<file path="src/hdl/bus_mouse_interface_macros.svh">
// assertion macros for the bus mouse interface block
// users need signals named clock and reset in scope
`ifndef BUS_MOUSE_INTERFACE_MACROS_SVH
`define BUS_MOUSE_INTERFACE_MACROS_SVH

`ifndef SYNTH

// same-cycle implication
`define BMI_ASSERT_SAME(label, ante, cons) \
   label: assert property (@(posedge clock) disable iff (reset) (ante) |-> (cons)) \
      else $error("bus mouse interface assertion failed");

// next-cycle implication
`define BMI_ASSERT_NEXT(label, ante, cons) \
   label: assert property (@(posedge clock) disable iff (reset) (ante) |=> (cons)) \
      else $error("bus mouse interface assertion failed");

// holds on every edge
`define BMI_ASSERT_ALWAYS(label, cond) \
   label: assert property (@(posedge clock) disable iff (reset) (cond)) \
      else $error("bus mouse interface assertion failed");

`else

`define BMI_ASSERT_SAME(label, ante, cons)
`define BMI_ASSERT_NEXT(label, ante, cons)
`define BMI_ASSERT_ALWAYS(label, cond)

`endif

`endif

</file>
<file path="src/hdl/bmi_pkg.sv">
// types and codes shared by the bus mouse interface block
// no dependencies
`default_nettype none

package bmi_pkg;

   localparam logic [1:0] ACT_EVENT = 2'd0;
   localparam logic [1:0] ACT_READ  = 2'd1;
   localparam logic [1:0] ACT_WRITE = 2'd2;

   localparam logic [3:0] PORT_DATA   = 4'hC;
   localparam logic [3:0] PORT_SIG    = 4'hD;
   localparam logic [3:0] PORT_CTRL   = 4'hE;

   localparam logic [7:0] CMD_X_LO = 8'h80;
   localparam logic [7:0] CMD_X_HI = 8'hA0;
   localparam logic [7:0] CMD_Y_LO = 8'hC0;
   localparam logic [7:0] CMD_Y_HI = 8'hE0;

   localparam logic [7:0] SIG_VALUE  = 8'hA5;
   localparam logic [7:0] ROT_RESET  = 8'h01;

   typedef struct packed {
      logic [1:0]         action;
      logic [3:0]         port_addr;
      logic [7:0]         write_value;
      logic signed [15:0] delta_x;
      logic signed [15:0] delta_y;
      logic signed [15:0] delta_wheel;
      logic [2:0]         button_bits;
   } req_type;

   typedef struct packed {
      logic [7:0] read_data;
      logic       irq_line;
   } rsp_type;

endpackage

`default_nettype wire

</file>
<file path="src/hdl/bmi_core.sv">
// mouse state registers and the per-transfer update logic
// depends on bmi_pkg and bus_mouse_interface_macros.svh
`default_nettype none
`include "bus_mouse_interface_macros.svh"

module bmi_core (
   input  wire logic            clock,
   input  wire logic            reset,
   input  wire logic            step,
   input  wire bmi_pkg::req_type item,
   output bmi_pkg::rsp_type     result,
   output logic                 irq_state
);

   logic [7:0]  command_ff,   command_in;
   logic [15:0] acc_x_ff,     acc_x_in;
   logic [15:0] acc_y_ff,     acc_y_in;
   logic [15:0] acc_wheel_ff, acc_wheel_in;
   logic [2:0]  buttons_ff,   buttons_in;
   logic        pending_ff,   pending_in;
   logic [7:0]  rot_ff,       rot_in;

   logic [15:0] sum_x, sum_y, sum_wheel;
   logic        null_event;
   logic [7:0]  read_data;

   // raw bit patterns wrap modulo 2^16
   assign sum_x     = acc_x_ff + 16'(unsigned'(item.delta_x));
   assign sum_y     = acc_y_ff + 16'(unsigned'(item.delta_y));
   assign sum_wheel = acc_wheel_ff + 16'(unsigned'(item.delta_wheel));
   assign null_event = (sum_x == '0) && (sum_y == '0) && (sum_wheel == '0)
                       && (buttons_ff == item.button_bits);

   always_comb begin
      command_in   = command_ff;
      acc_x_in     = acc_x_ff;
      acc_y_in     = acc_y_ff;
      acc_wheel_in = acc_wheel_ff;
      buttons_in   = buttons_ff;
      pending_in   = pending_ff;
      rot_in       = rot_ff;
      read_data    = '0;
      case (item.action)
         bmi_pkg::ACT_EVENT: begin
            acc_x_in     = sum_x;
            acc_y_in     = sum_y;
            acc_wheel_in = sum_wheel;
            if (!null_event) begin
               buttons_in = item.button_bits;
               pending_in = 1'b1;
            end
         end
         bmi_pkg::ACT_READ: begin
            case (item.port_addr)
               bmi_pkg::PORT_DATA: begin
                  pending_in = 1'b0;
                  case (command_ff)
                     bmi_pkg::CMD_X_LO: read_data = {~buttons_ff, 1'b0, acc_x_ff[3:0]};
                     bmi_pkg::CMD_X_HI: begin
                        read_data = {4'h0, acc_x_ff[7:4]};
                        acc_x_in  = '0;
                     end
                     bmi_pkg::CMD_Y_LO: read_data = {4'h0, acc_y_ff[3:0]};
                     bmi_pkg::CMD_Y_HI: begin
                        read_data = {4'h0, acc_y_ff[7:4]};
                        acc_y_in  = '0;
                     end
                     default: read_data = '0;
                  endcase
               end
               bmi_pkg::PORT_SIG: read_data = bmi_pkg::SIG_VALUE;
               bmi_pkg::PORT_CTRL: begin
                  read_data = rot_ff;
                  // state stays one-hot, so a rotate covers the wrap to bit 0
                  rot_in    = {rot_ff[6:0], rot_ff[7]};
               end
               default: read_data = '0;
            endcase
         end
         bmi_pkg::ACT_WRITE: begin
            if (item.port_addr == bmi_pkg::PORT_CTRL) begin
               command_in = item.write_value;
            end
         end
         default: read_data = '0;
      endcase
   end

   assign result.read_data = read_data;
   assign result.irq_line  = pending_in;
   assign irq_state        = pending_ff;

   always_ff @(posedge clock) begin
      if (reset) begin
         command_ff   <= '0;
         acc_x_ff     <= '0;
         acc_y_ff     <= '0;
         acc_wheel_ff <= '0;
         buttons_ff   <= '0;
         pending_ff   <= 1'b0;
         rot_ff       <= bmi_pkg::ROT_RESET;
      end else if (step) begin
         command_ff   <= command_in;
         acc_x_ff     <= acc_x_in;
         acc_y_ff     <= acc_y_in;
         acc_wheel_ff <= acc_wheel_in;
         buttons_ff   <= buttons_in;
         pending_ff   <= pending_in;
         rot_ff       <= rot_in;
      end
   end

   `BMI_ASSERT_ALWAYS(a_rot_onehot, $onehot(rot_ff))
   `BMI_ASSERT_NEXT(a_data_read_clears_irq,
      step && item.action == bmi_pkg::ACT_READ && item.port_addr == bmi_pkg::PORT_DATA,
      !pending_ff)
   `BMI_ASSERT_NEXT(a_idle_holds_state, !step,
      $stable(acc_x_ff) && $stable(acc_y_ff) && $stable(pending_ff) && $stable(rot_ff))

endmodule

`default_nettype wire

</file>
<file path="src/hdl/bus_mouse_interface.sv">
// a transfer accepted into the input register moves on into the result register when it advances
// throughput: one transfer per cycle; a stalled result holds the input register full,
// which stalls req until the result drains
// every item yields exactly one result, computed in a single pass of bmi_core logic
// reset: synchronous, active high; clears the valid flags of both pipeline registers and
// the mouse state, the rotating status returns to 0x01; no clearing pass
`default_nettype none
`include "bus_mouse_interface_macros.svh"

module bus_mouse_interface (
   input  wire logic        clock,
   input  wire logic        reset,
   input  wire logic        req_valid,
   output logic             req_stall,
   input  wire bmi_pkg::req_type req_data,
   output logic             rsp_valid,
   input  wire logic        rsp_stall,
   output bmi_pkg::rsp_type rsp_data
);

   logic             in_valid_ff;
   bmi_pkg::req_type in_item_ff;
   logic             out_valid_ff;
   bmi_pkg::rsp_type out_data_ff;

   logic             advance;
   bmi_pkg::rsp_type core_result;
   logic             core_irq;

   // item moves into the result register when it is empty or draining
   assign advance   = in_valid_ff && (!out_valid_ff || !rsp_stall);
   assign req_stall = in_valid_ff && !advance;

   always_ff @(posedge clock) begin
      if (reset) begin
         in_valid_ff <= 1'b0;
      end else if (!req_stall) begin
         in_valid_ff <= req_valid;
      end
   end

   always_ff @(posedge clock) begin
      if (req_valid && !req_stall) begin
         in_item_ff <= req_data;
      end
   end

   bmi_core u_core (
      .clock     (clock),
      .reset     (reset),
      .step      (advance),
      .item      (in_item_ff),
      .result    (core_result),
      .irq_state (core_irq)
   );

   always_ff @(posedge clock) begin
      if (reset) begin
         out_valid_ff <= 1'b0;
      end else if (advance) begin
         out_valid_ff <= 1'b1;
      end else if (!rsp_stall) begin
         out_valid_ff <= 1'b0;
      end
   end

   always_ff @(posedge clock) begin
      if (advance) begin
         out_data_ff <= core_result;
      end
   end

   assign rsp_valid = out_valid_ff;
   assign rsp_data  = out_data_ff;

   `BMI_ASSERT_NEXT(a_irq_tracks_state, advance, out_data_ff.irq_line == core_irq)
   `BMI_ASSERT_NEXT(a_nonread_zero, advance && in_item_ff.action != bmi_pkg::ACT_READ,
      out_data_ff.read_data == 8'h00)
   `BMI_ASSERT_NEXT(a_held_item_kept, in_valid_ff && !advance,
      in_valid_ff && $stable(in_item_ff))
   `BMI_ASSERT_SAME(a_advance_needs_room, advance, !out_valid_ff || !rsp_stall)

endmodule

`default_nettype wire

</file>
<file path="config.mk">
export PLATFORM = sky130hd
export DESIGN_NAME = bus_mouse_interface
export DESIGN_NICKNAME = d
export VERILOG_FILES = /design/src/hdl/bmi_pkg.sv /design/src/hdl/bmi_core.sv /design/src/hdl/bus_mouse_interface.sv
export VERILOG_INCLUDE_DIRS = /design/src /design/src/hdl
export SDC_FILE = /design/constraint.sdc
export NUM_CORES = 1
export LEC_CHECK = 0
export BUFFER_PORTS_ARGS = -buffer_cell sky130_fd_sc_hd__buf_4
export CAP_MARGIN = 20
export CORE_MARGIN = 4
export CORE_UTILIZATION = 33
export CTS_CLUSTER_DIAMETER = 80
export DETAILED_ROUTE_END_ITERATION = 6
export PLACE_DENSITY = 0.48
export SETUP_SLACK_MARGIN = 0.2
export SKIP_LAST_GASP = 1
export SYNTH_ARGS = -nofsm -noshare
export SYNTH_HDL_FRONTEND = slang
export SYNTH_SLANG_ARGS = --single-unit
</file>
<file path="constraint.sdc">
create_clock -name clock -period 10.49 [get_ports clock]
set_clock_uncertainty 0.1 [all_clocks]
set_input_delay 0 -clock clock [delete_from_list [all_inputs] [get_ports clock]]
set_output_delay 0 -clock clock [all_outputs]
set_load 0.005 [all_outputs]
</file>
==> impl_metrics.tcl, run 1 <==
set metrics [dict create \
    fillCellCount 2356 \
    cts_inserted_buffers 17 \
    die_w_um 163 \
    slew_headroom 0.389 \
    power.density_mw_per_mm2 144 \
    post-place-ws_ns 6.77 \
    clockBufferDepth 2 \
    rows 56 \
    crit_family "compound AO/OA/AOI/OAI gates" \
    grt_max_degree 75 \
    crit_required_ns 10.55 \
    yosys_warnings 0 \
    critPathSlowestCell "or4_4" \
    drc_errors 0 \
    post_cts_buffers 0 \
    hold_path.class "in2reg" \
    post_drt_wl_per_cell_um 17.0 \
    cts_tree "built" \
    final_cell_mix "nor2_1 (108), buf_4 (82), edfxtp_1 (74), a21oi_1 (70), dfxtp_1 (70)" \
    clk_latency_ns 0.43 \
    regArea_sq_mm 0.00362 \
    slew_violations 0 \
    worstMarginPinSlew_ns 0.917 \
    synthCells 796 \
    ant_nets 0 \
    worstPathArrival_ns 3.81 \
    synth.ff_latch_count 144 \
    nets 1044 \
    worstSetupStartpointType "flop" \
    ys.flop_type "edfxtp_1" \
    drive_above_1_share 0.156 \
    min_period_ns 3.75 \
    area_growth_pct 27.2 \
    slowest_delay_ns 0.47 \
    core_sq_mm 0.0235 \
    num_io_pins 80 \
    diodes 0 \
    dp_hpwl_mm 14.8 \
    fin_ws_ns 6.74 \
    setup-tns-final_ns 0 \
    placed_cells 1159 \
    path_cells "ha_1 > fa_1 > a21o_2 > a221oi_4 > o21ai_2 > a311o_1 > a221oi_2 > o2111ai_1 > or4_4 > nor3_1 > o31ai_1" \
    syn_area_sq_mm 0.00790 \
    antenna_found_initial 0 \
    finalHoldViolations 0 \
    setup_viol 0 \
    dieArea_sq_mm 0.0265 \
    p_leak_nw 3.98 \
    async_flop_share 0 \
    start_util 0.336 \
    cts_resized 0 \
    fin_crit_sh 0.357 \
    synth_cell_types 73 \
    vias 6468 \
    critPathCaptureType "flop" \
    gr-usage-all-layers 0.162 \
    viasPerCell 5.14 \
    final_common_cell "nor2_1" \
    drt_first_pass_iters 5 \
    drt-total-wl_mm 21.4 \
    place.gp.congestion 0.833 \
    grt_pass1_vias 6287 \
    status "finished clean" \
    multi_input_area_sq_mm 0.00407 \
    path_buf_inv 0 \
    synth.net_count 913 \
    post-route-util 0.427 \
    path_max_fanout 6 \
    vdd_ir_drop_max_mv 0.0810 \
    htree_levels 4 \
    clkTransAtPathRegs_ns 0.07 \
    maxCapViolations 0 \
    clock.fmax_mhz 267 \
    layoutNonFillerInstCount 1259 \
    dr.first_iter.drc_count 299 \
    grt_pass1_wl_mm 33.8 \
    die_y_um 163 \
    synth-edff-count 74 \
    worstSetupPathType "reg2reg" \
    cts.sinks 144 \
    synth.avg_cell_area_sq_um 9.92 \
    rsz0062_at_grt "no" \
    root_buffer "clkbuf_16" \
    grt_overflow 0 \
    ys_seq_area_frac 0.459 \
    port_buffers 79 \
]
-- logic make-up after synthesis --
group	Yosys count	share of synthesized area
compound gates	226	0.197
xor+xnor	29	0.0322
fa+ha+maj	48	0.0789
buf+inv	50	0.0272
flops	144	0.459
mux	21	0.0331
simple gates	278	0.172
-- where the power goes --
group          switching [W]  leakage (nW)  internal [W]
Clock               0.000261         0.299      0.000380
Combinational      0.0000918          2.40     0.0000819
Sequential         0.0000133          1.29      0.000616
Total               0.000366          3.98       0.00108
-- path summary, 6_finish.rpt --
check | startpoint | slack [ns] | end | cells past startpoint
hold reg to reg | u_core.acc_x_ff[13]$_SDFFE_PP0P_ | 0.36 | u_core.acc_x_ff[13]$_SDFFE_PP0P_ | 2
hold / removal | reset | 0.06 | u_core.command_ff[7]$_SDFFE_PP0P_ | 2
setup reg to reg | in_item_ff[3]$_DFFE_PP_ | 6.74 | rsp_data[0]$_DFFE_PP_ | 11
setup / recovery | in_item_ff[3]$_DFFE_PP_ | 6.74 | rsp_data[0]$_DFFE_PP_ | 11
-- stage by stage --
| step | cell area, sq um | total power [W] | hold slack, ns |
|---|---|---|---|
| floorplan | 7900 | 0.000739 | -0.00113 |
| global placement | 8760 | 0.000796 | 0.0782 |
| detailed placement | 8760 | 0.000795 | 0.0793 |
| CTS | 10000 | 0.00146 | 0.0590 |
| global route | 10000 | 0.00150 | 0.0871 |
| finish | 10000 | 0.00144 | 0.0598 |
-- Yosys cell counts (all sizes together), types with 5 or more instances --
cell type / instances / area, sq um
a2111oi: 5 / 43.8
a211o: 6 / 55.1
a211oi: 12 / 90.1
a21o: 19 / 148
a21oi: 72 / 368
a221oi: 6 / 82.6
a22oi: 21 / 158
and3: 11 / 72.6
and4: 5 / 45.0
clkbuf: 34 / 148
dfxtp: 70 / 1400
edfxtp: 74 / 2220
ha: 45 / 563
inv: 12 / 45.0
mux2i: 16 / 160
nand2: 48 / 180
nand2b: 9 / 56.3
nand3: 19 / 95.1
nand3b: 6 / 45.0
nand4: 8 / 50.1
nor2: 108 / 405
nor2b: 12 / 75.1
nor3: 17 / 85.1
nor3b: 6 / 45.0
nor4: 6 / 37.5
o211ai: 7 / 52.6
o21a: 7 / 52.6
o21ai: 30 / 154
or3: 9 / 56.3
xnor2: 24 / 210
xor2: 5 / 43.8
-- layer usage --
layer,GRT usage,routed length [um],vias to the layer above,part of all wire
met2,0.262,9970,109,0.47
met1,0.223,10500,3081,0.49
met4,0.0442,257,0,0.012
li1,-,-,3262,-
met3,0.0294,647,16,0.030
met5,0,0,-,0
-- repair_timing --
| action | CTS | global route |
|---|---|---|
| hold endpoints to repair | 67 | 0 |
| hold buffers | 68 | 0 |
| setup endpoints to repair | 0 | 0 |
-- state kept, by name, indices dropped and copies added (netlist names) --
signal and cells:
u_core.irq_state 1, u_core.buttons_ff 3, in_item_ff 65, rsp_valid 1
u_core.rot_ff 8, u_core.acc_x_ff 16, in_valid_ff 1, rsp_data 9
u_core.command_ff 8, u_core.acc_wheel_ff 16, u_core.acc_y_ff 16
-- cell type report --
type                            instances  area share
Inverter                               12     0.00448
Multi-Input combinational cell        602       0.405
Clock inverter                         14      0.0178
Sequential cell                       144       0.361
Clock buffer                           18      0.0427
Timing Repair Buffer                  150       0.129
Tap cell                              319      0.0397
Power figures use the tool's default switching activity.
==> run 2: changes to the inputs <==
ABC_AREA = 1   (was not set)
PLACE_DENSITY = 0.47   (was 0.48)
clock period = 3.5 ns   (was 10.49 ns; I/O delays follow)
==> run 2 against run 1 <==
- clock-buffer cell count is 1 lower
- core utilization is 0.29 points higher
- combinational power rose to 3.5 times the previous value
- first-iteration DRC count increased by 28%
- non-clock buffer count up 5
- wire length up 12%
- design area up 8.6%
- sequential cell count unchanged
- via count grew 22%
- critical path type unchanged
==> impl_metrics.tcl, run 2 <==
set metrics [dict create \
    hp-start "req_data[51]" \
    cp-startpoint "u_core.acc_y_ff[0]$_SDFFE_PP0P_" \
    power.density_mw_per_mm2 401 \
    htree_levels 4 \
    synth-edff-count 74 \
    synth_top_area_share 0.258 \
    placed_cells 1593 \
    finalHoldViolations 0 \
    worstPathArrival_ns 3.18 \
    min_period_ns 2.90 \
    syn_area_sq_mm 0.00860 \
    crit_required_ns 3.78 \
    path_max_fanout 6 \
    synthCells 1196 \
    viasPerCell 4.65 \
    worstSetupStartpointType "flop" \
    ys_seq_area_frac 0.421 \
    synth_compound_area_frac 0.0765 \
    synth_area_leaders "edfxtp_1 (26%), nand2_1 (17%), dfxtp_1 (16%), inv_1 (8.1%), ha_1 (6.5%)" \
    num_io_pins 80 \
    rows 58 \
    diodes 0 \
    top_register "in_item_ff" \
    async_flop_share 0 \
    synth.net_count 1313 \
    critPathCaptureType "flop" \
    die_y_um 169 \
    place.gp.congestion 0.849 \
    post-route-util 0.430 \
    dp_hpwl_mm 18.4 \
    ys.flop_type "edfxtp_1" \
    status "finished clean" \
    final_common_cell "nand2_1" \
    maxCapViolations 0 \
    nets 1470 \
    worstMarginPinSlew_ns 0.959 \
    slew_violations 0 \
    gr-usage-all-layers 0.171 \
    clockBufferDepth 2 \
    synthXorXnorAreaFrac 0.00305 \
    cts.sinks 144 \
    grt_overflow 0 \
    yosys.area_share.simple 0.333 \
    fin_crit_sh 0.830 \
    muxShareOfSynthArea 0 \
    synthAdderAreaFrac 0.0724 \
    hold_path.class "in2reg" \
    cts_resized 0 \
    synth.ff_latch_count 144 \
    area_growth_pct 26.8 \
    grt_pass1_vias 7875 \
    dieArea_sq_mm 0.0287 \
    root_buffer "clkbuf_16" \
    setup-tns-final_ns 0 \
    cts_tree "built" \
    synth_top_family_by_area "simple AND/OR/NAND/NOR gates" \
    drt-total-wl_mm 24.0 \
    whs_ns 0.165 \
    synth.avg_cell_area_sq_um 7.19 \
    core_sq_mm 0.0254 \
    largest_reg_flops 65 \
    regToRegStartpoint "u_core.acc_y_ff[0]$_SDFFE_PP0P_" \
    dr.first_iter.drc_count 383 \
    drive_above_1_share 0.116 \
    p_leak_nw 5.21 \
    final_cell_mix "nand2_1 (396), inv_1 (185), nor2_1 (110), nand3_1 (106), buf_4 (83)" \
    start_util 0.339 \
    yosys_warnings 0 \
    ys_top_cells_by_count "nand2_1 (396), inv_1 (186), nor2_1 (111), nand3_1 (106), edfxtp_1 (74)" \
    cts_inserted_buffers 17 \
    port_buffers 79 \
    grt_pass1_wl_mm 39.3 \
    setup_viol 0 \
    synth_cell_types 39 \
    clkTransAtPathRegs_ns 0.07 \
    post_drt_wl_per_cell_um 14.1 \
    drc_errors 0 \
    antenna_found_initial 0 \
    synth_top_area_cell "edfxtp_1" \
    die_w_um 169 \
    clock.fmax_mhz 344 \
    rsz0062_at_grt "no" \
    slew_headroom 0.356 \
    drt_first_pass_iters 5 \
    yosysMostFrequentCell "nand2_1" \
    worstSetupPathType "reg2reg" \
    vias 7893 \
    layoutNonFillerInstCount 1696 \
    vdd_ir_drop_max_mv 0.275 \
    grt_max_degree 44 \
    clk_latency_ns 0.44 \
    ant_nets 0 \
]
run 2: where the power goes:
| group | internal (W) | total (W) | switching, W |
|---|---|---|---|
| Clock | 0.000972 | 0.00188 | 0.000910 |
| Combinational | 0.000249 | 0.000613 | 0.000364 |
| Sequential | 0.00185 | 0.00188 | 0.0000353 |
run 2: final timing paths:
path,endpoint,slack (ns),cells past startpoint
hold / removal,in_item_ff[51]$_DFFE_PP_,0.17,2
setup reg to reg,u_core.buttons_ff[2]$_SDFFE_PP0P_,0.60,18
hold reg to reg,u_core.acc_x_ff[9]$_SDFFE_PP0P_,0.37,2
setup / recovery,u_core.buttons_ff[2]$_SDFFE_PP0P_,0.60,18
run 2: area by class of cell:
| cell class | count | area [sq um] |
|---|---|---|
| Clock buffer | 17 | 425 |
| Tap cell | 330 | 413 |
| Fill cell | 2643 | 14500 |
| Inverter | 192 | 721 |
| Multi-Input combinational cell | 843 | 4190 |
| Clock inverter | 15 | 184 |
| Sequential cell | 144 | 3620 |
| Timing Repair Buffer | 155 | 1350 |
run 2: logic make-up after synthesis:
group | count (synthesis)
simple gates | 675
buf+inv | 209
flops | 144
compound gates | 117
fa+ha+maj | 48
xor+xnor | 3
run 2: what timing repair did:
action	4_1_cts	5_1_grt
hold buffers	71	0
buffers inserted	0	0
endpoints found under the hold margin	100	0
run 2: critical path, stage by stage, from the launching register on:
cell and delay [ns]:
dfxtp_1 0.36, ha_1 0.24, inv_1 0.07, fa_1 0.38
inv_1 0.15, nand2_1 0.11, nand2_1 0.10, nand3_1 0.12
nand2_1 0.13, nand2_1 0.08, nand3_1 0.11, nand2_1 0.12
nor2_1 0.12, nand2_1 0.08, nor2_1 0.13, nand3_2 0.16
nand3_1 0.11, nand2_1 0.05, nor2_1 0.12
run 2: through the flow:
step | total power [W] | area (sq um) | setup slack (ns)
final | 0.00438 | 10900 | 0.596
after floorplan | 0.00227 | 8600 | 1.14
after detailed placement | 0.00247 | 9590 | 0.572
after global routing | 0.00459 | 10900 | 0.370
after CTS | 0.00444 | 10900 | 0.550
after global placement | 0.00248 | 9590 | 0.577
run 2: routing by layer:
layer	wire [um]	vias to the layer above	global-route usage
met5	0	-	0
met4	440	0	0.0480
met3	860	37	0.0328
met2	11400	137	0.289
met1	11300	3563	0.225
li1	-	4156	-
==> run 3: changes to the inputs <==
PLACE_DENSITY = 0.49   (was 0.47)
clock period = 2.47 ns   (was 3.5 ns; I/O delays follow)
==> run 3 against run 2 <==
- the flow now finishes with violations (setup timing)
- combinational power up 63%
- design area up 7.7%
- maximum frequency up 13%
- worst hold slack worse by 0.0026 ns
- worst setup slack worse by 0.69 ns
- sequential share of layout area down 2.4 points
- critical path depth down 3
- first-iteration DRC count up 13%
- clock-buffer cell count unchanged
- die area unchanged
- non-clock buffer count up 80
- critical endpoint unchanged
- largest power group is now clock
==> impl_metrics.tcl, run 3 (same netlist as run 2, synthesis figures left out) <==
set metrics [dict create \
    antenna_found_initial 0 \
    p_leak_nw 5.58 \
    post-route-util 0.463 \
    crit_path_frequent_cell "nand2_1" \
    setup_viol 4 \
    critPathCaptureType "flop" \
    drive_above_1_share 0.205 \
    pwr-share-comb 0.157 \
    ant_nets 0 \
    worstPathArrival_ns 2.80 \
    setup-tns-final_ns -0.330 \
    die_w_um 169 \
    path_max_fanout 6 \
    diodes 0 \
    r2r_setup_slack_ns -0.09 \
    fin_crit_sh 1.04 \
    htree_levels 4 \
    drt-total-wl_mm 24.6 \
    clock.fmax_mhz 390 \
    netSwitchingPower_w 0.00187 \
    cp-startpoint "in_item_ff[41]$_DFFE_PP_" \
    critPathSlowestCell "edfxtp_1" \
    gr-usage-all-layers 0.173 \
    largest_reg_flops 65 \
    place.gp.congestion 0.911 \
    crit_family "simple AND/OR/NAND/NOR gates" \
    power.density_mw_per_mm2 544 \
    rows 58 \
    worstSetupPathType "reg2reg" \
    maxCapViolations 0 \
    p_clk_frac 0.426 \
    stdcell_area_sq_mm 0.0118 \
    grt_pass1_wl_mm 39.6 \
    final_common_cell "nand2_1" \
    status "complete, but fails checks" \
    top_register "in_item_ff" \
    final_cell_mix "nand2_1 (378), inv_1 (182), buf_4 (165), nor2_1 (101), nand3_1 (99)" \
    nets 1550 \
    vias 8186 \
    dp_hpwl_mm 18.5 \
    crit_required_ns 2.70 \
    start_util 0.339 \
    grt_pass1_vias 7928 \
    clkTransAtPathRegs_ns 0.08 \
    place_area_sq_mm 0.0102 \
    core_sq_mm 0.0254 \
    power.total_w 0.00639 \
    hp-start "req_data[51]" \
    vdd_ir_drop_max_mv 0.433 \
    path_buf_inv 1 \
    worstMarginPinSlew_ns 0.983 \
    worstSetupStartpointType "flop" \
    path_cells "ha_1 > nand2_1 > inv_1 > a21oi_2 > nand2_2 > nand2_2 > nand2_1 > nand2_1 > nand2_1 > nor2_2 > nand3_1 > nor2_2 > nand3_4 > a21oi_1 > nor2_1" \
    rsz0062_at_grt "yes" \
    root_buffer "clkbuf_16" \
    grt_overflow 0 \
    drt_first_pass_iters 5 \
    cts.sinks 144 \
    dr.first_iter.drc_count 431 \
    port_buffers 79 \
    slowest_delay_ns 0.40 \
    die_y_um 169 \
    viasPerCell 4.61 \
    cts_inserted_buffers 17 \
    slew_violations 0 \
    num_io_pins 80 \
    drc_errors 0 \
    hold_path.class "in2reg" \
    clk_latency_ns 0.44 \
    finalHoldViolations 0 \
    min_period_ns 2.56 \
    area_growth_pct 36.6 \
    whs_ns 0.163 \
    grt_max_degree 48 \
    swShare 0.292 \
    violations "setup timing" \
    p_int_w 0.00453 \
    slew_headroom 0.344 \
    seqPwrFrac 0.418 \
    clockBufferDepth 2 \
    fin_ws_ns -0.0931 \
    cts_tree "built" \
    regToRegStartpoint "in_item_ff[41]$_DFFE_PP_" \
    dieArea_sq_mm 0.0287 \
    post_drt_wl_per_cell_um 13.8 \
]
## run 3: changes by cell type in the layout (fill, tap and decap cells not counted), sizes merged
cell,before,now
bufinv,0,1
inv,199,198
clkinv,8,5
buf,84,165
dlygate4sd3,71,70
clkinvlp,0,3
## run 3: layout make-up
cell class / instances / area [sq um]
Timing Repair Buffer: 235 / 1940
Fill cell: 2566 / 13600
Multi-Input combinational cell: 843 / 4440
Sequential cell: 144 / 3630
Clock buffer: 17 / 425
Clock inverter: 15 / 190
Tap cell: 330 / 413
Inverter: 192 / 724
## run 3: power groups by stage
stage / sequential [W] / combinational, W / clock [W]
floorplan: 0.00271 / 0.000508 / 0
global route: 0.00268 / 0.00112 / 0.00289
global placement: 0.00272 / 0.000875 / 0
finish: 0.00267 / 0.00100 / 0.00272
CTS: 0.00267 / 0.000979 / 0.00281
detailed placement: 0.00272 / 0.000878 / 0
## run 3: metrics by stage
step,setup slack [ns],cells
floorplan,0.205,1196
global placement,-0.281,1672
detailed placement,-0.291,1672
CTS,-0.139,1775
global route,-0.295,1776
finish,-0.0931,1776
## run 3: worst reg2reg max path, stage by stage, from the launching register on
cell,delay [ns]
edfxtp_1,0.40
ha_1,0.36
nand2_1,0.16
inv_1,0.07
a21oi_2,0.16
nand2_2,0.10
nand2_2,0.08
nand2_1,0.07
nand2_1,0.06
nand2_1,0.07
nor2_2,0.20
nand3_1,0.12
nor2_2,0.14
nand3_4,0.13
a21oi_1,0.16
nor2_1,0.06
## run 3: metal layers
layer,track usage,part of all wire,routed length [um]
met3,0.0268,0.030,748
met2,0.296,0.48,11900
met5,0,0,0
met1,0.231,0.47,11600
met4,0.0413,0.011,274
## run 3: final timing paths
kind                                       end  cells after the start
max          u_core.buttons_ff[2]$_SDFFE_PP0P_                     15
max reg2reg  u_core.buttons_ff[2]$_SDFFE_PP0P_                     15
min reg2reg   u_core.acc_x_ff[12]$_SDFFE_PP0P_                      2
min                   in_item_ff[51]$_DFFE_PP_                      2
## run 3: repair_timing
item	CTS	global route
hold endpoints to repair	100	0
hold buffers	70	0
gates resized for setup	11	47
pin swaps	2	11
setup endpoints to repair	6	18
setup buffers	1	1
